==> src/rtl/core/kmeans_2d_clustering_defines.svh <==
// Assertion macros shared by the RTL.
`ifndef KMEANS_2D_CLUSTERING_DEFINES_SVH
`define KMEANS_2D_CLUSTERING_DEFINES_SVH

// Same-cycle implication.
`define KM2D_ASSERT_IMP(lbl, clk, rst, ante, cons, msg) \
   lbl: assert property (@(posedge clk) disable iff (rst) (ante) |-> (cons)) else $error(msg);

// Next-cycle implication.
`define KM2D_ASSERT_NXT(lbl, clk, rst, ante, cons, msg) \
   lbl: assert property (@(posedge clk) disable iff (rst) (ante) |=> (cons)) else $error(msg);

`endif

==> src/rtl/core/km2d_div.sv <==
// Restoring unsigned divider, one quotient bit per cycle.
module km2d_div #(
   parameter int NW = 26,
   parameter int DW = 11
) (
   input  logic          clock,
   input  logic          reset,
   input  logic          start,
   input  logic [NW-1:0] num,
   input  logic [DW-1:0] den,
   output logic          busy,
   output logic [NW-1:0] quo
);

   localparam int CNTW = $clog2(NW + 1);

   logic            busy_ff, busy_in;
   logic [CNTW-1:0] cnt_ff, cnt_in;
   logic [NW-1:0]   quo_ff, quo_in;
   logic [DW-1:0]   rem_ff, rem_in;
   logic [DW-1:0]   den_ff, den_in;
   logic [DW:0]     trial;
   logic [DW:0]     shifted;

   always_comb begin
      busy_in = busy_ff;
      cnt_in  = cnt_ff;
      quo_in  = quo_ff;
      rem_in  = rem_ff;
      den_in  = den_ff;
      shifted = {rem_ff, quo_ff[NW-1]};
      trial   = shifted - {1'b0, den_ff};
      if (start) begin
         busy_in = 1'b1;
         cnt_in  = CNTW'(NW);
         quo_in  = num;
         rem_in  = '0;
         den_in  = den;
      end else if (busy_ff) begin
         if (!trial[DW]) begin
            rem_in = trial[DW-1:0];
            quo_in = {quo_ff[NW-2:0], 1'b1};
         end else begin
            rem_in = shifted[DW-1:0];
            quo_in = {quo_ff[NW-2:0], 1'b0};
         end
         cnt_in = cnt_ff - 1'b1;
         if (cnt_ff == CNTW'(1)) begin
            busy_in = 1'b0;
         end
      end
   end

   always_ff @(posedge clock) begin
      if (reset) begin
         busy_ff <= 1'b0;
         cnt_ff  <= '0;
      end else begin
         busy_ff <= busy_in;
         cnt_ff  <= cnt_in;
      end
      quo_ff <= quo_in;
      rem_ff <= rem_in;
      den_ff <= den_in;
   end

   assign busy = busy_ff;
   assign quo  = quo_ff;

endmodule

==> config.mk <==
export PLATFORM = sky130hd
export DESIGN_NAME = km2d_div
export DESIGN_NICKNAME = d
export VERILOG_FILES = /design/src/rtl/core/kmeans_2d_clustering_defines.svh /design/src/rtl/core/km2d_div.sv
export SDC_FILE = /design/constraint.sdc
export NUM_CORES = 1
export LEC_CHECK = 0
export BUFFER_PORTS_ARGS = -buffer_cell sky130_fd_sc_hd__buf_4
export CORE_ASPECT_RATIO = 1.4
export CORE_MARGIN = 4
export CORE_UTILIZATION = 53
export CTS_CLUSTER_SIZE = 20
export DETAILED_ROUTE_END_ITERATION = 8
export PLACE_DENSITY = 0.85
export SLEW_MARGIN = 20
export SYNTH_ARGS = -nofsm -noshare
export SYNTH_HDL_FRONTEND = slang
export SYNTH_SLANG_ARGS = --single-unit
==> constraint.sdc <==
create_clock -name clock -period 3.06 [get_ports clock]
set_input_delay 0.612 -clock clock [delete_from_list [all_inputs] [get_ports clock]]
set_output_delay 0.612 -clock clock [all_outputs]
set_load 0.05 [all_outputs]
Yosys cells after proc, flatten, opt, wreduce, memory -nomap -nowiden
Index checks and enable logic that the tools add are counted.
Widths: inputs -> output; s select.
{ "word_totals": {"ff_bits": 54} }
{ "op_classes": {"mux": 9, "n_reduce_logical": 2, "n_eq_ne": 1, "add_sub_neg": 2} }
{ "ops": {"columns": ["cell", "n"], "rows": [
  ["$mux 26", 2],
  ["$sub 12x11->12", 1],
  ["$mux 11", 1],
  ["$mux 5", 2],
  ["$eq 5x1->1 const B", 1],
  ["$sub 5x1->5 const B", 1],
  ["$mux 1", 4],
  ["$reduce_bool 2->1", 1],
  ["$reduce_or 2->1", 1]
]} }

Logic depth before layout (Yosys ltp)
{ "logic_depth": {"ltp_word": 4, "mapped_depth": 10, "mapped_depth_nobuf": 10} }

Worst setup path after synthesis
OpenSTA, ideal clock, no wires.
{ "synth_timing": {"path_type": "register -> register", "startpoint": "register quo_ff[25], in the netlist quo[25]", "endpoint": "register rem_ff[10]", "path_slack_ps": 610, "path_buffers": 0, "synth_period_minus_slack_ps": 2450, "t_arrival_ps": 2363, "path_stages_with_launch": 11, "path_cell_list": "edfxtp_1 > inv_1 > ha_1 > inv_1 > fa_1 > a21oi_1 > o2111ai_1 > a221oi_1 > o21bai_1 > xnor2_1 > o31ai_1"} }
{ "synth_between": {"elab_chain_cells": 2} }
{ "synth_rtl": {"columns": ["element", "line_no", "rtl"], "rows": [
  ["from (decl)", "km2d_div.sv:19", "logic [NW-1:0] quo_ff, quo_in;"],
  ["from (signal assigned)", "km2d_div.sv:62", "quo_ff <= quo_in;"],
  ["$sub 12x11->12", "km2d_div.sv:32", "trial = shifted - {1'b0, den_ff};"],
  ["$mux 11", "km2d_div.sv:40", "if (!trial[DW]) begin"],
  ["to (signal assigned)", "km2d_div.sv:63", "rem_ff <= rem_in;"],
  ["to (decl)", "km2d_div.sv:20", "logic [DW-1:0] rem_ff, rem_in;"]
]} }
Every way passes these cells.
A chain may end at the register's enable or synchronous reset.

Final worst setup path
{ "layout_timing": {"startpoint": "register den_ff[6]", "endpoint": "register rem_ff[3]"} }
{ "layout_between": {"elab_chain_cells": 2} }
{ "layout_rtl": {"columns": ["element", "line_no", "rtl"], "rows": [
  ["from (decl)", "km2d_div.sv:21", "logic [DW-1:0] den_ff, den_in;"],
  ["from (signal assigned)", "km2d_div.sv:64", "den_ff <= den_in;"],
  ["$sub 12x11->12", "km2d_div.sv:32", null],
  ["$mux 11", "km2d_div.sv:40", null]
]} }
Every way passes these cells.

==> results.py <==
metrics = {
    "run_status": {
        "status": "finished clean",
    },
    "setup_path": {
        "regToRegSetupSlack_ns": 0.45,
        "cp_max_fo": 12,
        "critPathKind": "flip-flop to flip-flop",
        "worstSetupStartpointType": "flip-flop",
        "worstSetupEndpointType": "flip-flop",
        "arrival_ns": 2.83,
        "reg2regPathDepth": 9,
        "cp_cell_sequence": "inv_1, ha_1, a21o_1, or3_4, o2111ai_1, o311ai_4, buf_4, a211o_2, a311oi_2",
        "crit_slowest_cell": "edfxtp_1",
        "slowest_delay_ns": 0.37,
        "crit_required_ns": 3.28,
    },
    "timing": {
        "finalHoldViolCount": 0,
        "tns_ns": 0,
        "worst_pin_slew_ns": 0.4544,
        "drv_slew": 0,
        "fin_skew_ns": 0.004302,
        "setup-violations-final": 0,
        "hold-worst-slack_ns": 0.4826,
        "rsz0062_at_grt": "false",
        "post-route-period-util_pct": 85.29,
        "clock.fmax_mhz": 383.1,
        "maxSlewHeadroom_pct": 69.64,
        "post-route-min-period_ns": 2.610,
    },
    "routing": {
        "wl_mm": 5.724,
        "drt-vias-per-instance": 5.514,
        "antenna_left": 0,
        "drt_pass1_iterations": 5,
        "drt-initial-drc-count": 71,
        "vias": 1996,
        "drc": 0,
        "wl_per_cell_um": 15.81,
    },
    "clock_network": {
        "cts-resized-gates": 0,
        "cts_tree": "done",
        "htree_num_levels": 2,
        "clk_pin_slew_ns": 0.09,
        "worstSkewPairLatency_ns": 0.30,
        "cts_buffers": 5,
        "clock_path_buffers": 2,
        "cts_sinks": 54,
        "cts.root.buffer_cell": "clkbuf_8",
        "cts_hold_buf": 0,
        "cts_setup_buffers": 0,
    },
    "global_routing": {
        "grt_overflow_total": 0,
        "grt_pass1_vias": 2146,
        "grt_max_degree": 37,
        "grt_usage_pct": 18.28,
        "antenna_found_initial": 0,
        "grt_pass1_wl_mm": 9.639,
    },
    "yosys": {
        "yosysWarnings": 0,
        "syn-cell-area_um2": 2774,
        "synth_cell_types": 46,
        "ys.flop_type": "edfxtp_1",
        "synth_cells": 231,
        "syn_nets": 285,
        "synthArstFlopShare_pct": 0,
        "syn_area_per_cell_um2": 12.01,
        "ys_ff_latch": 54,
        "synth-edff-count": 37,
        "ys_seq_area_share_pct": 52.32,
    },
    "flow_run": {
        "max-cap-violations": 0,
    },
    "die": {
        "rows": 30,
        "num_io_pins": 67,
        "core_area_um2": 4955,
        "die_width_um": 69.14,
        "die_h_um": 93.60,
        "initial_core_util_pct": 55.98,
        "dieArea_um2": 6472,
    },
    "cells_and_area": {
        "n_antenna_cell": 0,
        "drive_gt1_share_pct": 36.24,
        "final_nets": 351,
        "areaGrowthSynthToFinish_pct": 22.96,
    },
    "hold_path": {
        "hp-class": "input pin to flip-flop",
        "holdPathStages": 1,
    },
    "power": {
        "power.density_nw_per_um2": 533.5,
        "power_leakage_nw": 1.439,
        "irDropWorstVdd_uv": 377.5,
    },
    "placed_design": {
        "dp_hpwl_mm": 4.293,
        "port_buffers": 66,
        "gp_congestion": 0.8651,
    },
}
## logic make-up after synthesis
family | after synthesis | synth area share (%)
DFF | 54 | 52.32
muxes | 32 | 12.67
adders and majority gates | 14 | 6.586
AOI/OAI and AO/OA | 44 | 12.36
and+or+nand+nor | 46 | 8.254
buffers and inverters | 30 | 4.330
xor gates and xnor gates | 11 | 3.473
## layer usage
layer | global-route usage, % | vias up | share of wire, %
met5 | 0 | - | 0
met3 | 4.839 | 15 | 6.6
li1 | - | 991 | -
met4 | 7.980 | 0 | 3.1
met2 | 32.88 | 62 | 51
met1 | 20.08 | 928 | 39
## Yosys cell counts (all sizes together) (7+ instances only)
library cell	number	area share (%)
edfxtp	37	40
mux2	25	10
inv	19	2.6
dfxtp	17	12
nor2	14	1.9
ha	13	5.9
clkbuf	10	1.4
a21oi	9	1.6
nand2	9	1.2
xnor2	9	2.8
mux2i	7	2.5
## worst max-delay path: cells and delay by family, from the launching register on
kind | cells | cell delay [ns]
fa+ha+maj | 1 | 0.27
simple gates | 1 | 0.33
buf+inv | 2 | 0.31
flops | 1 | 0.37
compound gates | 5 | 1.25
## registers in the layout, summed over array words and instances, names as in the netlist
| name | flops |
|---|---|
| busy | 1 |
| cnt_ff | 5 |
| quo | 26 |
| den_ff | 11 |
| rem_ff | 11 |
## cell usage in the layout (no fill, tap or decap), drive strengths merged, types with 3 or more instances in the layout
cell type  count
a211oi         6
a21oi          9
and3           3
buf           70
clkbuf         8
dfxtp         17
edfxtp        37
ha            13
inv           19
mux2          25
mux2i          7
nand2          9
nand3          4
nor2          14
nor3           6
o2111ai        3
o21a           3
o21ai          5
o311ai         3
xnor2          9
## final timing paths
| kind | startpoint | to |
|---|---|---|
| max | den_ff[6] | rem_ff[3] |
| min reg2reg | rem_ff[6] | rem_ff[6] |
| min | den[4] | den_ff[4] |
| max reg2reg | den_ff[6] | rem_ff[3] |
## through the flow
step                area [µm²]  total power, W  setup WS, ns  cells  util (%)
floorplan                 2774        0.001291        0.6103    231         -
global placement          3331        0.001437        0.5354    354     67.22
detailed placement        3331        0.001452        0.4821    354     67.22
CTS                       3411        0.001833        0.4629    362     68.84
global route              3411        0.001914        0.2985    362     68.84
finish                    3411        0.001820        0.4500    362     68.84
## where the power goes
part           internal [W]  switching [W]  total (W)
registers          0.000860      0.0000397   0.000899
logic              0.000216       0.000320   0.000536
clock network      0.000163       0.000221   0.000384
total               0.00124       0.000581    0.00182
## cell type report
type                       instances  area [µm²]
clock buffer                       8       80.08
fill                             370        1544
timing repair buffer              70       525.5
tap                               64       80.08
sequential                        54        1451
multi-input combinational        147        1202
inverter                          19       71.32
Power figures use the tool's default switching activity.
