**src/rtl/core/kmeans_2d_clustering_defines.svh**
```systemverilog
// Assertion macros shared by the RTL.
`ifndef KMEANS_2D_CLUSTERING_DEFINES_SVH
`define KMEANS_2D_CLUSTERING_DEFINES_SVH

// Same-cycle implication.
`define KM2D_ASSERT_IMP(lbl, clk, rst, ante, cons, msg) \
   lbl: assert property (@(posedge clk) disable iff (rst) (ante) |-> (cons)) else $error(msg);

// Next-cycle implication.
`define KM2D_ASSERT_NXT(lbl, clk, rst, ante, cons, msg) \
   lbl: assert property (@(posedge clk) disable iff (rst) (ante) |=> (cons)) else $error(msg);

`endif

```
**src/rtl/core/km2d_pkg.sv**
```systemverilog
package km2d_pkg;

   localparam int DEF_MAX_POINTS  = 1024;
   localparam int DEF_MAX_CLASSES = 16;
   localparam int DEF_COORD_BITS  = 16;

   localparam int OP_W    = 3;
   localparam int IDX_W   = 10;
   localparam int FIELD_W = 16;
   localparam int LABEL_W = 4;
   localparam int ITER_W  = 16;
   localparam int KREG_W  = 5;
   localparam int NREG_W  = 11;
   localparam int CSR_W   = 2;

   localparam logic [OP_W-1:0] OP_WR_CEN = 3'd0;
   localparam logic [OP_W-1:0] OP_WR_PT  = 3'd1;
   localparam logic [OP_W-1:0] OP_RUN    = 3'd2;
   localparam logic [OP_W-1:0] OP_RD_CEN = 3'd3;
   localparam logic [OP_W-1:0] OP_RD_LBL = 3'd4;

   localparam logic [CSR_W-1:0] CSR_ITER  = 2'd0;
   localparam logic [CSR_W-1:0] CSR_CLASS = 2'd1;
   localparam logic [CSR_W-1:0] CSR_POINT = 2'd2;

   // Tag that travels with a centroid read into the distance unit.
   typedef struct packed {
      logic valid;
      logic first;
   } km2d_tag_type;

endpackage

```
**src/rtl/core/km2d_dist.sv**
```systemverilog
// Squared distance of one point to a stream of centroids; keeps the nearest.
module km2d_dist #(
   parameter int CB = 16,
   parameter int CW = 4
) (
   input  logic                  clock,
   input  logic                  reset,
   input  km2d_pkg::km2d_tag_type tag,
   input  logic [CW-1:0]         cls,
   input  logic signed [CB-1:0]  px,
   input  logic signed [CB-1:0]  py,
   input  logic signed [CB-1:0]  cx,
   input  logic signed [CB-1:0]  cy,
   output logic                  busy,
   output logic [CW-1:0]         best
);

   logic signed [CB:0]   dx, dy;
   logic [2*CB:0]        sqx_ff, sqx_in, sqy_ff, sqy_in;
   logic [2*CB+1:0]      dist_sum;
   logic [2*CB+1:0]      best_d_ff;
   logic [CW-1:0]        best_ff;
   logic [CW-1:0]        cls_ff;
   logic                 vld_ff, first_ff;

   assign dx       = {px[CB-1], px} - {cx[CB-1], cx};
   assign dy       = {py[CB-1], py} - {cy[CB-1], cy};
   assign sqx_in   = (2*CB+1)'(dx * dx);
   assign sqy_in   = (2*CB+1)'(dy * dy);
   assign dist_sum = {1'b0, sqx_ff} + {1'b0, sqy_ff};

   always_ff @(posedge clock) begin
      if (reset) begin
         vld_ff <= 1'b0;
      end else begin
         vld_ff <= tag.valid;
      end
      first_ff <= tag.first;
      cls_ff   <= cls;
      sqx_ff   <= sqx_in;
      sqy_ff   <= sqy_in;
      // strict less: ties keep the lower class
      if (vld_ff && (first_ff || dist_sum < best_d_ff)) begin
         best_ff   <= cls_ff;
         best_d_ff <= dist_sum;
      end
   end

   assign busy = vld_ff;
   assign best = best_ff;

endmodule

```
**config.mk**
```make
export PLATFORM = sky130hd
export DESIGN_NAME = km2d_dist
export DESIGN_NICKNAME = d
export VERILOG_FILES = /design/src/rtl/core/kmeans_2d_clustering_defines.svh /design/src/rtl/core/km2d_pkg.sv /design/src/rtl/core/km2d_dist.sv
export SDC_FILE = /design/constraint.sdc
export NUM_CORES = 1
export LEC_CHECK = 0
export BUFFER_PORTS_ARGS = -buffer_cell sky130_fd_sc_hd__buf_2
export CAP_MARGIN = 30
export CORE_MARGIN = 5
export CORE_UTILIZATION = 40
export DETAILED_ROUTE_END_ITERATION = 8
export MAX_ROUTING_LAYER = met4
export PLACE_DENSITY = 0.6
export SYNTH_ARGS = -nofsm -noshare
export SYNTH_HDL_FRONTEND = slang
export SYNTH_SLANG_ARGS = --single-unit
```
**constraint.sdc**
```tcl
create_clock -name clock -period 23.8 [get_ports clock]
set_input_delay 4.76 -clock clock [delete_from_list [all_inputs] [get_ports clock]]
set_output_delay 4.76 -clock clock [all_outputs]
set_load 0.02 [all_outputs]
```
Word level (Yosys, flattened, before mapping)
Cells that the tools add are included.
{ "classes": {"order_cmp": 1, "addsub": 3, "multipliers": 2, "reduce_logical": 2} }
{ "ops": {"columns": ["cell", "count"], "rows": [
  ["17-bit by 17-bit multiplier with 33-bit output", 2],
  ["33-bit by 33-bit adder with 34-bit output", 1],
  ["34-bit < comparator", 1],
  ["16-bit by 16-bit subtractor with 17-bit output", 2],
  ["1-bit logical AND", 1],
  ["1-bit logical OR", 1]
]} }
{ "word_totals": {"ff_bits": 110, "output_inout_bits": 5, "inputBits": 72} }

Depth between registers and ports, before layout
Gate-level depths: netlist of run 1.
{ "logic_depth": {"depth_word": 4, "mapped_depth": 35} }

Worst setup path before layout of run 1
OpenSTA, ideal clock, no wires.
{ "synth_path": {"path_kind": "input -> register", "start": "input port py[0]", "end": "register sqy_ff[30]", "arrival_time_ns": 12.016, "path_buffers": 1, "cell_stages": 34, "path_slack_ns": 11.658, "cell_sequence": "inv_1 -> ha_1 -> fa_1 -> nor2b_1 -> o31a_1 -> nor2b_1 -> o31ai_1 -> a21o_1 -> a21o_1 -> xnor2_1 -> inv_1 -> buf_2 -> nand2_1 -> fa_1 -> inv_1 -> fa_1 -> inv_1 -> fa_1 -> inv_1 -> fa_1 -> fa_1 -> inv_1 -> fa_1 -> inv_1 -> ha_1 -> a21oi_1 -> o21ai_0 -> a2111oi_0 -> o21bai_1 -> a311oi_1 -> nor2b_1 -> nor2_1 -> o21ai_0 -> xor2_1"} }
{ "synth_between": {"elab_chain_len": 2} }
{ "synth_rtl": {"columns": ["item", "line", "text"], "rows": [
  ["start, declared", "km2d_dist.sv:11", "input logic signed [CB-1:0] py,"],
  ["16-bit by 16-bit subtractor with 17-bit output", "km2d_dist.sv:27", "assign dy = {py[CB-1], py} - {cy[CB-1], cy};"],
  ["17-bit by 17-bit multiplier with 33-bit output", "km2d_dist.sv:29", "assign sqy_in = (2*CB+1)'(dy * dy);"],
  ["named net sqy_in[30]", "km2d_dist.sv:19", "logic [2*CB:0] sqx_ff, sqx_in, sqy_ff, sqy_in;"],
  ["end signal, assigned", "km2d_dist.sv:41", "sqy_ff <= sqy_in;"],
  ["end, declared", "km2d_dist.sv:19", null]
]} }
The timed path passes the listed nets, and every way through them passes these cells.
A chain may end at the register's enable or synchronous reset.

Final worst setup path of run 1
Ends and elaborated chain as after synthesis.

==> flow_summary.yaml, run 1 <==
worst_setup_path:
  worstPathArrival_ns: 13.90
  critPathLaunchType: "input pin"
  reg2reg_depth: 17
  crit_type: "input pin to register"
  critPathTopFamily: "adder cells"
  reg2reg_slack_ns: 18.76
  timing.rr.start: "sqy_ff[16]"
  cpMaxStageDelayCell: "xor2_1"
  worstPathRequired_ns: 24.04
  rr_endpoint: "best[2]"
  crit_buf_inv: 9
  end_kind: "register"
  cpPeakStageDelay_ns: 0.88
  cp_max_fo: 12
  crit_cells: 33
cts:
  numCtsBuffers: 9
  cts_tree: "built"
  post_cts_buffers: 0
  clockBufferDepth: 2
  clk_pin_slew_ns: 0.07
  worstSkewPairLatency_ns: 0.36
  cts_hold_buffers: 0
  clock-sinks: 108
  ctsHtreeMaxLevel: 3
  cts_resized: 0
  cts-root-buf: "clkbuf_16"
timing:
  timing.fmax_mhz: 73.2
  finalSetupTns_ns: 0
  finClkSkew_ns: 0.00805
  slew-limit-headroom_pct: 29.6
  tightest_slew_ns: 1.05
  min_period_over_period_pct: 57.4
  rsz0062_at_grt: "no"
  holdWs_ns: 0.406
  maxSlewViolCount: 0
  finalCriticalPeriod_ns: 13.66
  hold_viol: 0
  setup_viol: 0
hold_path:
  min_path_type: "register to register"
  hold_path_end: "best[3]"
  min_path_cells: 0
  worstHoldStart: "cls_ff[3]"
place:
  place_hpwl_um: 46300
  place_congestion: 0.933
  dpl_cell_area_sq_um: 26000
  numPortBuffers: 76
global_routing:
  grt-ovfl-total: 0
  grt_pass1_wl_um: 89400
  antenna_found_initial: 0
  track_usage_pct: 16.8
  grt_max_degree: 39
  grt_pass1_vias: 19034
synthesis:
  synth_nets: 3480
  synthArstFlopShare_pct: 0
  synth-edff-count: 38
  ys.flop_type: "dfxtp_1"
  synth_cells: 2624
  synth_seq_cells: 108
  yosysSeqAreaShare_pct: 10.3
  netlist_area_sq_um: 24600
  avgSynthCellArea_sq_um: 9.38
  yosys_warnings: 0
  yosysUniqueCellTypes: 59
final_layout:
  final_design_area_no_fill_sq_um: 26300
  n_antenna_cell: 0
  drive_gt1_share_pct: 4.99
  mostFrequentLayoutCells: "inv_1 (761), fa_1 (532), ha_1 (252), nor2_1 (205), nand2_1 (200)"
  finalNetCount: 3557
  final_common_cell: "inv_1"
  nFillCells: 5985
  area_growth_pct: 6.90
floorplan:
  ioPinCount: 77
  fp.dieW_um: 258
  initial_core_util_pct: 40.1
  num_rows: 91
  die_height_um: 258
  dieArea_sq_um: 66600
  core-area_sq_um: 61400
route:
  via_per_inst: 4.90
  detail_route.wl_per_cell_um: 14.9
  vias: 17118
  drc: 0
  wirelength_um: 52200
  ant_nets: 0
  drt_iter0_markers: 766
  drt_first_pass_iters: 5
outcome:
  outcome: "completed"
job:
  maxCapViolCount: 0
## worst register-to-register path, cell delays in order (launching register included)
cell and delay, ns:
dfxtp_1 0.33, ha_1 0.33, a221oi_2 0.29, nand2_1 0.15, o311ai_1 0.44, nor2_1 0.15, a211o_1 0.35, o31a_1 0.30
a21oi_1 0.24, o21bai_1 0.14, a21o_1 0.21, ha_1 0.30, nand4_1 0.14, nor3_1 0.54, nand2_1 0.14, a21oi_1 0.30
a211oi_4 0.07, buf_4 0.31
## cell families after synthesis
family                   count (synthesis)  share of synthesized area [%]
multiplexers                             4                          0.168
XOR/XNOR                               130                           4.66
AO/OA/AOI/OAI                          281                           7.65
adder cells (fa/ha/maj)                784                           56.1
flip-flops                             108                           10.3
buffers and inverters                  806                           12.3
AND/OR/NAND/NOR                        511                           8.76
## stage by stage
stage	std cells	setup slack [ns]	util, %
after floorplan	2624	11.66	-
after detailed placement	3479	9.98	42.4
after global routing	3496	9.68	42.9
after global placement	3476	10.34	42.4
final	3496	10.14	42.9
after CTS	3495	10.33	42.8
## state kept, by name, indices dropped and copies added, names as in the netlist
register and cells:
best 4, best_d_ff 34, busy 1, cls_ff 4
first_ff 1, sqx_ff 32, sqy_ff 32
## layout make-up
type | instances | area, sq um | area share [%]
inverter | 773 | 2900 | 11.0
clock inverter | 6 | 45.0 | 0.171
multi-input combinational | 1710 | 19000 | 72.4
clock buffer | 10 | 229 | 0.871
timing repair buffer | 99 | 553 | 2.10
tap | 790 | 988 | 3.76
sequential | 108 | 2540 | 9.67
## layer usage
metal / global-route usage [%] / wire length, um
met1: 20.4 / 21400
met2: 29.8 / 27500
met3: 2.64 / 2380
met4: 3.47 / 990
met5: - / 0
## how the worst max path moves through the flow
stage	from	endpoint	slack [ns]
2_1_floorplan	py[0]	sqy_ff[30]	11.66
3_3_place_gp	py[0]	sqy_ff[30]	10.34
3_5_place_dp	py[0]	sqy_ff[30]	9.98
4_1_cts	py[0]	sqy_ff[30]	10.33
5_1_grt	py[0]	sqy_ff[30]	9.68
6_report	py[0]	sqy_ff[30]	10.14
## synthesized netlist by cell type, types with 11 or more instances
library cell,instances,area (sq um)
dfxtp_1,70,1400
edfxtp_1,38,1140
ha_1,252,3150
inv_1,761,2860
fa_1,532,10700
nand4_1,11,68.8
xnor2_1,85,744
nand3_1,13,65.1
a21o_1,55,413
nor2_1,205,769
nand2b_1,14,87.6
xor2_1,44,385
nor2b_1,18,113
nor3_1,18,90.1
clkbuf_1,28,105
nand2_1,200,751
o21a_1,22,165
o21bai_1,11,82.6
a21oi_1,74,370
o21ai_0,44,220
Power of run 1 is not shown: default switching activity piles up to over one toggle a cycle in this logic, so the estimate is an artifact.
==> inputs of run 2 (changes only) <==
--- a/config.mk
+++ b/config.mk
@@ -11,7 +11,7 @@
 export CORE_UTILIZATION = 40
 export DETAILED_ROUTE_END_ITERATION = 8
 export MAX_ROUTING_LAYER = met4
-export PLACE_DENSITY = 0.6
+export PLACE_DENSITY = 0.62
 export SYNTH_ARGS = -nofsm -noshare
 export SYNTH_HDL_FRONTEND = slang
 export SYNTH_SLANG_ARGS = --single-unit
==> constraint.sdc (replaced) <==
create_clock -name clock -period 12 [get_ports clock]
set_input_delay 2.4 -clock clock [delete_from_list [all_inputs] [get_ports clock]]
set_output_delay 2.4 -clock clock [all_outputs]
set_load 0.02 [all_outputs]
==> flow_summary.yaml, run 2 (synthesis gave the netlist of run 1 again) <==
outcome:
  outcome: "completed"
worst_setup_path:
  cpPeakStageDelay_ns: 0.69
  worstPathArrival_ns: 11.14
  end_kind: "register"
  critPathLaunchType: "input pin"
  crit_cells: 30
  reg2reg_depth: 17
  worstPathRequired_ns: 12.28
  critPathTopFamily: "adder cells"
  crit_top_cell: "fa_1"
  cpMaxStageDelayCell: "fa_1"
  crit_buf_inv: 5
  crit_type: "input pin to register"
  cp_max_fo: 18
timing:
  maxSlewViolCount: 0
  slew-limit-headroom_pct: 33.6
  setup_viol: 0
  tightest_slew_ns: 0.993
  timing.fmax_mhz: 92.0
  hold_viol: 0
  finalCriticalPeriod_ns: 10.87
  finClkSkew_ns: 0.00747
  rsz0062_at_grt: "no"
  finalSetupTns_ns: 0
  min_period_over_period_pct: 90.6
final_layout:
  largest_reg_flops: 34
  top_register: "best_d_ff"
  area_growth_pct: 7.25
  drive_gt1_share_pct: 5.27
  multiInputGateArea_sq_um: 19000
  nFillCells: 5933
  final_common_cell: "inv_1"
  mostFrequentLayoutCells: "inv_1 (761), fa_1 (532), ha_1 (252), nor2_1 (205), nand2_1 (200)"
  n_antenna_cell: 0
  finalNetCount: 3565
  top_regs: "best_d_ff x34, sqx_ff x32, sqy_ff x32"
  regArea_sq_um: 2540
global_routing:
  grt_pass1_wl_um: 90800
  antenna_found_initial: 0
  grt_max_degree: 26
  track_usage_pct: 17.0
  grt-ovfl-total: 0
  grt_pass1_vias: 18796
route:
  drc: 0
  detail_route.wl_per_cell_um: 15.0
  ant_nets: 0
  vias: 16956
  drt_iter0_markers: 787
  wirelength_um: 52500
  drt_first_pass_iters: 5
  via_per_inst: 4.84
cts:
  cts_tree: "built"
  post_cts_buffers: 0
  ctsHtreeMaxLevel: 3
  cts-root-buf: "clkbuf_16"
  clock-sinks: 108
  clk_pin_slew_ns: 0.07
  clockBufferDepth: 2
  cts_resized: 0
  cts_hold_buffers: 0
  numCtsBuffers: 9
  worstSkewPairLatency_ns: 0.35
place:
  place_hpwl_um: 46300
  numPortBuffers: 76
  place_congestion: 0.949
floorplan:
  initial_core_util_pct: 40.1
  dieArea_sq_um: 66600
  num_rows: 91
  ioPinCount: 77
  core-area_sq_um: 61400
  die_height_um: 258
  fp.dieW_um: 258
job:
  maxCapViolCount: 0
hold_path:
  min_path_type: "register to register"
  min_path_cells: 0
run 2: changes by cell type in the layout (fill, tap and decap cells not counted):
cell / change
buf_4: +8
clkinv_4: +2
bufinv_16: +1
clkbuf_1: -1
clkinv_1: +1
clkinvlp_4: -1
inv_4: -1
inv_6: -1
run 2: final timing paths:
| check | from | slack, ns | end |
|---|---|---|---|
| worst max-delay path | py[0] | 1.13 | sqy_ff[30] |
| worst min-delay path | cls_ff[3] | 0.41 | best[3] |
| worst max register to register | sqy_ff[16] | 6.60 | best[3] |
| worst min register to register | cls_ff[3] | 0.41 | best[3] |
run 2: through the flow:
| stage | cells | setup slack (ns) | hold WS, ns | utilization (%) | cell area (sq um) |
|---|---|---|---|---|---|
| final | 3504 | 1.13 | 0.410 | 43.0 | 26400 |
| after global routing | 3504 | 0.525 | 0.425 | 43.0 | 26400 |
| after CTS | 3504 | 1.20 | 0.413 | 43.0 | 26400 |
| after detailed placement | 3488 | 0.890 | 0.390 | 42.5 | 26100 |
| after global placement | 3487 | 1.05 | 0.392 | 42.5 | 26100 |
| after floorplan | 2624 | 2.22 | 0.386 | - | 24600 |
run 2: area by class of cell:
class	count	share of cell area, %
well taps	790	3.75
clock buffers	9	0.854
clock inverters	7	0.280
inverters	773	11.0
multi-input cells	1710	72.2
flip-flops and latches	108	9.64
repair buffers	107	2.32
run 2: worst register-to-register path, cell delays in order (launching register included):
cell,delay (ns)
dfxtp_1,0.33
ha_1,0.33
a221oi_2,0.29
nand2_1,0.16
o311ai_1,0.44
nor2_1,0.16
a211o_1,0.36
o31a_1,0.31
a21o_1,0.22
a31oi_1,0.20
xnor2_1,0.12
ha_1,0.19
a21o_1,0.17
a21o_1,0.17
a211oi_1,0.21
o21ai_0,0.24
a211oi_4,0.70
buf_4,0.46
run 2: routing by layer:
layer | vias to the layer above | global-route usage [%] | share of wire (%)
met1 | 8546 | 21.4 | 41
met5 | - | - | 0
met4 | 0 | 2.67 | 1.7
met2 | 312 | 29.5 | 52
li1 | 8037 | - | -
met3 | 61 | 2.82 | 5.2
Power of run 2 is left out for the same reason.
