--- config.mk ---
export PLATFORM = sky130hd
export DESIGN_NAME = km2d_ram
export DESIGN_NICKNAME = d
export VERILOG_FILES = /design/src/rtl/core/kmeans_2d_clustering_defines.svh /design/src/rtl/core/km2d_ram.sv
export SDC_FILE = /design/constraint.sdc
export NUM_CORES = 1
export LEC_CHECK = 0
export BUFFER_PORTS_ARGS = -buffer_cell sky130_fd_sc_hd__buf_2
export CAP_MARGIN = 20
export CORE_ASPECT_RATIO = 2
export CORE_UTILIZATION = 61
export CTS_CLUSTER_SIZE = 30
export DETAILED_ROUTE_END_ITERATION = 6
export PLACE_DENSITY = 0.88
export SYNTH_ARGS = -nofsm -noshare
export SYNTH_HDL_FRONTEND = slang
export SYNTH_SLANG_ARGS = --single-unit
--- constraint.sdc ---
create_clock -name clock -period 3.4 [get_ports clock]
set_clock_uncertainty 0.2 [all_clocks]
set_input_delay 0.51 -clock clock [delete_from_list [all_inputs] [get_ports clock]]
set_output_delay 0.51 -clock clock [all_outputs]
set_load 0.01 [all_outputs]
--- src/rtl/core/kmeans_2d_clustering_defines.svh ---
// Assertion macros shared by the RTL.
`ifndef KMEANS_2D_CLUSTERING_DEFINES_SVH
`define KMEANS_2D_CLUSTERING_DEFINES_SVH

// Same-cycle implication.
`define KM2D_ASSERT_IMP(lbl, clk, rst, ante, cons, msg) \
   lbl: assert property (@(posedge clk) disable iff (rst) (ante) |-> (cons)) else $error(msg);

// Next-cycle implication.
`define KM2D_ASSERT_NXT(lbl, clk, rst, ante, cons, msg) \
   lbl: assert property (@(posedge clk) disable iff (rst) (ante) |=> (cons)) else $error(msg);

`endif

--- src/rtl/core/km2d_ram.sv ---
module km2d_ram #(
   parameter int WIDTH = 16,
   parameter int DEPTH = 16
) (
   input  logic                     clock,
   input  logic                     wr_en,
   input  logic [$clog2(DEPTH)-1:0] wr_addr,
   input  logic [WIDTH-1:0]         wr_data,
   input  logic                     rd_en,
   input  logic [$clog2(DEPTH)-1:0] rd_addr,
   output logic [WIDTH-1:0]         rd_data
);

   logic [WIDTH-1:0] mem [DEPTH];
   logic [WIDTH-1:0] rd_data_ff;

   always_ff @(posedge clock) begin
      if (wr_en) begin
         mem[wr_addr] <= wr_data;
      end
      if (rd_en) begin
         rd_data_ff <= mem[rd_addr];
      end
   end

   assign rd_data = rd_data_ff;

endmodule

; ---- After elaboration in Yosys (flattened, before gate mapping)
; Memory sizes are Yosys's and may differ from the RTL's. A register that Yosys moved wholly into a read port is not among the register bits.
; Cells that the tools add are included.
[word_totals]
reg_bits = 0
latch_bits = 0
ram_bits = 256
romBits = 0
in_bits = 27
out_inout_bits = 16
elab_cells = 3
n_memories = 1
[mem_list]
columns = name, words, word_bits, read_ports, rd_ports_with_merged_regs, write_ports, line
row1 = mem, 16, 16, 1, 1, 1, km2d_ram.sv:14  ; logic [WIDTH-1:0] mem [DEPTH];
[op_classes]
addsub = 0
multipliers = 0
n_div = 0
n_lt_le_gt_ge = 0
n_eq_ne = 0
n_shift = 0
mux = 2
n_bitwise = 0
reduce_logical = 0
[ops]
columns = operator, n
row1 = 1-bit 2-to-1 mux, 2

; ---- Logic depth before layout (Yosys ltp)
; Gate-level depths: netlist of the first run.
[depth]
ltp_word = 2
depth_mapped = 5
depth_no_buf = 3

; ---- Least setup slack after synthesis of the first run
; Ideal clock, no wire load.
[synth_path]
path_kind = in2reg
from = input wr_addr[2]
to = memory mem[0][0], enable pin
setup_time_ns = 0.409
arrival_ns = 2.156
t_required_ns = 2.791
setup_slack_ns = 0.635
stages = 2
n_path_buf = 0
cell_sequence = or3b_2 nor3_1
[synth_rtl]
columns = item, line
row1 = from (decl), km2d_ram.sv:7  ; input logic [$clog2(DEPTH)-1:0] wr_addr,
row2 = to (decl), km2d_ram.sv:14
; No word-level cell before the write port.

; ---- Worst setup path after layout of the first run
[layout_path]
from = input wr_addr[2]
to = memory mem[0][9], enable pin
; No word-level cell before the write port.

==> results.cfg, run 1 <==
[outcome]
outcome = completed

[routing]
num_vias = 4814
post_drt_wl_per_cell_um = 29.07
dr.first_iter.drc_count = 417
dr.pass1.iters = 4
viasPerCell = 6.677
final_antenna_net_count = 0
finalWirelength_um = 20960
drcViolationCount = 0

[sta]
final.min_clock_period_ns = 2.126
fmax_ghz = 0.4705
grt_setup_unrepaired = no
slew_headroom_pct = 35.54
worstMarginPinSlew_ns = 0.9668
hold_viol = 0
setup_viol = 0
slew_viol_final = 0
tns_ns = 0
finalCritPeriodShare_pct = 62.52

[yosys]
synth_area_mm2 = 0.01020
synth_area_leaders = edfxtp_1 (80%), mux4_2 (12%), mux4_1 (2.6%), a22oi_1 (2.4%), nand2_1 (0.63%)
ys_ff_latch = 272
yosysTopAreaCellShare_pct = 80.05
syn_inst = 432
synth.avg_cell_area_um2 = 23.62
synth_seq_area_share_pct = 80.05
synth-warning-count = 0
synth_nets = 459
yosys.area.top_type = edfxtp_1
yosysUniqueCellTypes = 18

[cts]
clock-root-buffer = clkbuf_16
clk_pin_slew_ns = 0.07
cts_setup_buffers = 0
tritoncts = built
clk_path_buf_depth = 3
htreeDepth = 1
clkSinkCount = 272
cts_resized = 0
cts_hold_repair.buffers = 0
cts_buffers = 22
clock_latency_ns = 0.50

[critical_path]
r2r_start = mem[11][8]
crit_required_ns = 3.40
reg2regPathDepth = 3
crit_path_end_kind = flip-flop
slowest_delay_ns = 0.60
r2r_setup_slack_ns = 1.70
crit_chain = buf_2 -> or3b_2 -> nor3_2 -> buf_4
cp_top_family = simple AND/OR/NAND/NOR gates
worstSetupPathType = input pin to flip-flop
cpMaxStageDelayCell = nor3_2
startpoint_type = input pin
reg2reg_to = rd_data[8]
worstPathArrival_ns = 2.12
cp.buffers_inverters = 2
cp_max_fo = 10

[placed_design]
gp_congestion = 0.7728
hpwl_um = 11830
io_buffer_count = 42
placed_cell_area_mm2 = 0.01081
dp_cells = 684

[power_and_ir_drop]
power_frac_clock_pct = 39.1
p_seq_share_pct = 56.0
comb_power_share_pct = 4.9
vdd_drop_max_mv = 0.4307
p_sw_mw = 1.328
p_sw_share_pct = 19.59
power_leakage_nw = 3.781
powerDensity_mw_per_mm2 = 586.6
p_int_mw = 5.450

[cells_and_area]
n_antenna_cell = 0
final_cell_area_mm2 = 0.01155
utilization_pct = 71.02
drive_gt1_share_pct = 31.14
finalNonFillerCells = 721
final_cell_mix = edfxtp_1 (272), mux4_2 (54), buf_2 (41)
final_common_cell = edfxtp_1
num-nets-final = 531
syn_to_final_growth_pct = 13.23

[global_routing]
grt_pass1_vias = 5066
grt_util_met3_pct = 3.571
grt_overflow = 0
grtUsageMet1_pct = 31.47
grt_max_degree = 65
antenna_found_initial = 0
grt_first_pass_wirelength_um = 30630
grtUsageMet2_pct = 44.94
top_usage_layer = met2
gr-usage-all-layers_pct = 25.80

[hold_path]
worstHoldPathCells = 1
hold_end = mem[12][2]
holdCritPathClass = input pin to flip-flop
worstHoldStart = wr_data[2]

[flow_run]
maxCapViolations = 0

[floorplan]
die-area_mm2 = 0.01728
die_x_um = 93.45
initial_core_util_pct = 62.72
ios = 43
die-height_um = 184.9
core_mm2 = 0.01627
rows = 66
==> layout make-up <==
cell class                      instances  area, um2
Tap cell                              204      255.2
Clock buffer                           26      586.8
Multi-Input combinational cell        139       1932
Clock inverter                         11      158.9
Timing Repair Buffer                   69      452.9
Fill cell                             905       4715
Sequential cell                       272       8168
==> through the flow <==
stage	total power [mW]	hold WS [ns]	setup WS [ns]
floorplan	4.055	0.4089	0.6349
CTS	6.815	0.1623	1.257
global placement	4.178	0.5214	0.8313
finish	6.777	0.1775	1.274
detailed placement	4.201	0.5373	0.8019
global route	6.949	0.1769	1.197
==> flip-flops by register name, summed over array words and instances, names as in the netlist <==
name,count
mem,256
rd_data,16
==> cell usage after synthesis, drive strengths merged <==
cell / instances
a22oi: 32
and2: 1
buf: 13
clkbuf: 8
edfxtp: 272
mux4: 64
nand2: 17
nand2b: 2
nand3: 1
nand3b: 2
nor2: 13
nor2b: 2
nor3: 4
or3b: 1
==> cells by family after synthesis <==
group / count (synthesis) / share of synthesized area (%)
DFF: 272 / 80.05
muxes: 64 / 14.49
and+or+nand+nor: 43 / 1.888
AOI/OAI and AO/OA: 32 / 2.354
buffers and inverters: 21 / 1.214
==> worst max-delay path by stage <==
stage,start,end,slack [ns],cells past startpoint
after global routing,wr_addr[2],mem[0][6],1.20,4
after global placement,wr_addr[2],mem[0][11],0.83,4
after floorplan,wr_addr[2],mem[0][0],0.63,2
final,wr_addr[2],mem[0][9],1.27,4
after CTS,wr_addr[2],mem[0][9],1.26,4
after detailed placement,rd_addr[0],rd_data[8],0.80,5
==> routing by layer <==
metal  vias up  wire, um  part of all wire (%)
met5         -         0                     0
met1      2524      7218                    34
li1       1984         -                     -
met3        76      1279                   6.1
met4         0       967                   4.6
met2       230     11500                    55
==> power groups by stage <==
| stage | Sequential, mW | Clock (mW) | Combinational, mW |
|---|---|---|---|
| floorplan | 3.87 | 0 | 0.183 |
| global route | 3.80 | 2.79 | 0.355 |
| finish | 3.80 | 2.65 | 0.332 |
| CTS | 3.80 | 2.68 | 0.336 |
| global placement | 3.86 | 0 | 0.315 |
| detailed placement | 3.87 | 0 | 0.332 |
No activity file was read; power rests on OpenSTA's default activity.
==> run 2: changes to the inputs <==
Clock period 3.4 ns to 2.1 ns, I/O delays scaled along.
==> run 2 against run 1 <==
Against the previous run: sequential power increased by 62%; cell count rose by 2.9%; sequential share of layout area decreased by 1.7 points; non-clock buffer count increased by 21; register-to-register slack got worse by 1.3 ns; via count is 2.2% higher; wire length up 5.5%; first-iteration DRC count up 31%; utilization rose by 1.7 points; sequential cell count is the same.
==> results.cfg, run 2 (synthesized netlist as in run 1, its figures left out) <==
[critical_path]
crit_required_ns = 2.14
worstSetupPathType = flip-flop to flip-flop
startpoint_type = flip-flop
worstPathArrival_ns = 1.78
crit_path_end_kind = flip-flop
cp_max_fo = 1

[floorplan]
ios = 43
rows = 66
die_x_um = 93.45
die-area_mm2 = 0.01728
core_mm2 = 0.01627
initial_core_util_pct = 62.72
die-height_um = 184.9

[power_and_ir_drop]
p_sw_share_pct = 19.68
p_seq_share_pct = 56.7
p_sw_mw = 2.134
comb_power_share_pct = 5.5
power_leakage_nw = 3.880
vdd_drop_max_mv = 0.6187
p_int_mw = 8.708
power_frac_clock_pct = 37.7
powerDensity_mw_per_mm2 = 916.4

[sta]
hold_slack_ns = 0.1374
grt_setup_unrepaired = no
slew_viol_final = 0
slew_headroom_pct = 25.94
tns_ns = 0
worstMarginPinSlew_ns = 1.109
final.min_clock_period_ns = 1.737
fmax_ghz = 0.5757
hold_viol = 0
finalCritPeriodShare_pct = 82.71
setup_viol = 0

[cells_and_area]
syn_to_final_growth_pct = 15.95
final_cell_mix = edfxtp_1 (272), mux4_2 (54), buf_2 (41)
largest_reg_flops = 256
utilization_pct = 72.73
num-nets-final = 551
final_common_cell = edfxtp_1
n_antenna_cell = 0
max_flop_register = mem
drive_gt1_share_pct = 31.04

[hold_path]
holdCritPathClass = input pin to flip-flop

[placed_design]
io_buffer_count = 42
hpwl_um = 12390
gp_congestion = 0.7434

[outcome]
outcome = completed

[routing]
drcViolationCount = 0
viasPerCell = 6.628
num_vias = 4918
dr.first_iter.drc_count = 546
finalWirelength_um = 22110
dr.pass1.iters = 5
post_drt_wl_per_cell_um = 29.80
final_antenna_net_count = 0

[global_routing]
antenna_found_initial = 0
grt_max_degree = 40
grt_overflow = 0
grt_pass1_vias = 5275
gr-usage-all-layers_pct = 27.35
grt_first_pass_wirelength_um = 32630

[cts]
clk_path_buf_depth = 3
clock-root-buffer = clkbuf_16
cts_buffers = 21
htreeDepth = 1
clkSinkCount = 272
clk_pin_slew_ns = 0.08
tritoncts = built
clock_latency_ns = 0.52
cts_resized = 0

[flow_run]
maxCapViolations = 0
## run 2: cell count changes in the layout (fill, tap and decap cells not counted)
cell,previous run,this run
clkbuf_1,3,2
nor2_1,13,9
clkinv_2,4,3
clkinv_1,1,5
nor2_2,0,4
clkbuf_16,23,21
buf_4,25,21
dlygate4sd3_1,0,16
buf_12,3,12
clkinvlp_4,2,1
inv_6,0,1
## run 2: timing repair
action / 4_1_cts / 5_1_grt
setup buffers: 0 / 0
hold endpoints to repair: 256 / 0
hold buffers: 16 / 0
## run 2: through the flow
step	area (um2)	setup slack [ns]	cells	total power, mW
global placement	10970	-0.0001085	689	6.797
detailed placement	10970	-0.006242	689	6.837
floorplan	10220	-0.02990	432	6.565
CTS	11830	0.3430	742	10.88
global route	11830	0.3138	742	11.09
finish	11830	0.3630	742	10.84
## run 2: metal layers
metal  part of all wire, %  vias to the layer above  track usage (%)
met4                   3.9                        0            12.43
met1                    33                     2472            34.62
li1                      -                     2037                -
met3                   9.5                       62            4.351
met5                     0                        -                0
met2                    53                      347            46.62
## run 2: path summary, 6_finish.rpt
kind	start	cells after the start	end	slack (ns)
worst min register to register	mem[14][10]	3	rd_data[10]	0.56
worst max register to register	mem[2][7]	3	rd_data[7]	0.36
worst min-delay path	rd_en	1	rd_data[9]	0.14
worst max-delay path	mem[2][7]	3	rd_data[7]	0.36
## run 2: area by class of cell
cell class | count | area (um2)
Fill cell | 841 | 4437
Timing Repair Buffer | 90 | 763.2
Multi-Input combinational cell | 139 | 1942
Clock inverter | 14 | 170.2
Clock buffer | 23 | 533.0
Sequential cell | 272 | 8168
Tap cell | 204 | 255.2
## run 2: power groups by stage
stage / sequential [mW] / combinational (mW) / clock, mW
final: 6.15 / 0.601 / 4.09
after global routing: 6.16 / 0.635 / 4.29
after CTS: 6.15 / 0.603 / 4.13
after detailed placement: 6.27 / 0.568 / 0
after global placement: 6.26 / 0.542 / 0
after floorplan: 6.27 / 0.297 / 0
## run 2: worst max-delay path, cell delays in order (launching register included)
cell and delay (ns):
edfxtp_1 0.38, mux4_1 0.53, a22oi_1 0.25, nand2_1 0.12
==> run 3: changes to the inputs <==
Clock period 2.1 ns to 1.75 ns, I/O delays scaled along.
==> run 3 against run 2 <==
Against the previous run: worst hold slack lost 0.053 ns; utilization up 1.7 points; first-iteration DRC count decreased by 13%; clock power up 20%; critical endpoint is now rd_data[6]; critical path type unchanged.
==> results.cfg, run 3 (synthesized netlist as in run 1, its figures left out) <==
[global_routing]
antenna_found_initial = 0
grtUsageMet2_pct = 47.44
grt_pass1_vias = 5302
grt_first_pass_wirelength_um = 33380
grtUsageMet1_pct = 35.40
top_usage_layer = met2
grt_max_degree = 23
grt_overflow = 0
grt_util_met3_pct = 3.900
gr-usage-all-layers_pct = 28.05

[critical_path]
cpMaxStageDelayCell = mux4_2
slowest_delay_ns = 0.54
reg2reg_to = rd_data[6]
crit_end = rd_data[6]
crit_path_end_kind = flip-flop
crit_chain = mux4_2 -> a22oi_1 -> nand2_1
cp_max_fo = 1
crit_required_ns = 1.81
worstPathArrival_ns = 1.77
startpoint = mem[15][6]
r2r_setup_slack_ns = 0.04
startpoint_type = flip-flop
r2r_start = mem[15][6]
worstSetupPathType = flip-flop to flip-flop
reg2regPathDepth = 3

[cells_and_area]
syn_to_final_growth_pct = 18.70
drive_gt1_share_pct = 35.45
final_cell_mix = edfxtp_1 (272), mux4_2 (56), buf_4 (42)
largest_reg_flops = 256
final_cell_area_mm2 = 0.01211
max_flop_register = mem
final_common_cell = edfxtp_1
n_antenna_cell = 0
num-nets-final = 578

[cts]
clock-root-buffer = clkbuf_16
clk_path_buf_depth = 3
cts_setup_buffers = 0
clkSinkCount = 272
htreeDepth = 1
clk_pin_slew_ns = 0.07
clock_latency_ns = 0.51
tritoncts = built
cts_buffers = 22

[placed_design]
gp_congestion = 0.8377
placed_cell_area_mm2 = 0.01123
io_buffer_count = 42
hpwl_um = 13660

[routing]
finalWirelength_um = 22660
viasPerCell = 6.476
dr.pass1.iters = 5
post_drt_wl_per_cell_um = 29.39
num_vias = 4993
dr.first_iter.drc_count = 477
final_antenna_net_count = 0
drcViolationCount = 0

[floorplan]
rows = 66
core_mm2 = 0.01627
die-area_mm2 = 0.01728
initial_core_util_pct = 62.72
die-height_um = 184.9
ios = 43
die_x_um = 93.45

[outcome]
outcome = completed

[hold_path]
holdCritPathClass = input pin to flip-flop

[sta]
setup_viol = 0
final.min_clock_period_ns = 1.714
grt_setup_unrepaired = no
slew_headroom_pct = 62.12
tns_ns = 0
slew_viol_final = 0
finalCritPeriodShare_pct = 97.95
worstMarginPinSlew_ns = 0.5681
hold_viol = 0
fmax_ghz = 0.5834

[power_and_ir_drop]
power_leakage_nw = 4.044
powerDensity_mw_per_mm2 = 1079
vdd_drop_max_mv = 0.9924

[flow_run]
maxCapViolations = 0
[run 3: cell types whose count changed in the layout (fill, tap and decap cells not counted), sizes merged]
cell	delta
buf	+26
clkinv	-2
inv	+1
clkinvlp	-1
bufinv	-2
clkbuf	+7
[run 3: worst max-delay path, delay by kind of cell (launching register included)]
family,cells,cell delay (ns)
flip-flops,1,0.41
multiplexers,1,0.54
AND/OR/NAND/NOR,1,0.07
AO/OA/AOI/OAI,1,0.24
[run 3: metrics by stage]
step / std cells / util (%) / setup WS, ns / power (mW) / hold slack, ns
final: 771 / 74.45 / 0.03586 / 13.07 / 0.08484
after global routing: 771 / 74.45 / 0.009084 / 13.41 / 0.08511
after CTS: 771 / 74.42 / 0.05418 / 13.13 / 0.09127
after detailed placement: 715 / 69.06 / -0.3108 / 8.253 / 0.4413
after global placement: 715 / 69.06 / -0.2637 / 8.206 / 0.4159
after floorplan: 432 / - / -0.2335 / 7.898 / 0.1614
[run 3: report_power, final]
group	leakage (nW)	internal, mW	switching, mW	total, mW
sequential	2.47	7.33	0.0463	7.38
clock	0.350	2.74	2.18	4.92
combinational	1.22	0.357	0.414	0.771
[run 3: final cells by class]
type / count / area, um2
clock buffer: 30 / 601.8
clock inverter: 10 / 110.1
fill: 822 / 4156
multi-input combinational: 139 / 1956
sequential: 272 / 8168
tap: 204 / 255.2
timing repair buffer: 116 / 1021
[run 3: how the worst min path moves through the flow]
| stage | start | endpoint | slack (ns) | cells past startpoint |
|---|---|---|---|---|
| 6_report | rd_en | rd_data[11] | 0.08 | 1 |
| 5_1_grt | rd_en | rd_data[8] | 0.09 | 1 |
| 4_1_cts | rd_en | rd_data[8] | 0.09 | 1 |
| 3_5_place_dp | wr_data[14] | mem[11][14] | 0.44 | 1 |
| 3_3_place_gp | wr_data[14] | mem[11][14] | 0.42 | 1 |
| 2_1_floorplan | wr_data[0] | mem[0][0] | 0.16 | 0 |
[run 3: routing by layer]
metal	part of all wire, %	wire length, um	vias up
li1	-	-	2095
met1	34	7755	2555
met2	54	12250	271
met3	6.9	1557	72
met4	4.8	1095	0
met5	0	0	-
[run 3: timing repair]
item,in CTS,in global routing
setup endpoints to repair,0,1
gates resized for setup,0,1
hold buffers,16,0
endpoints found under the hold margin,256,0
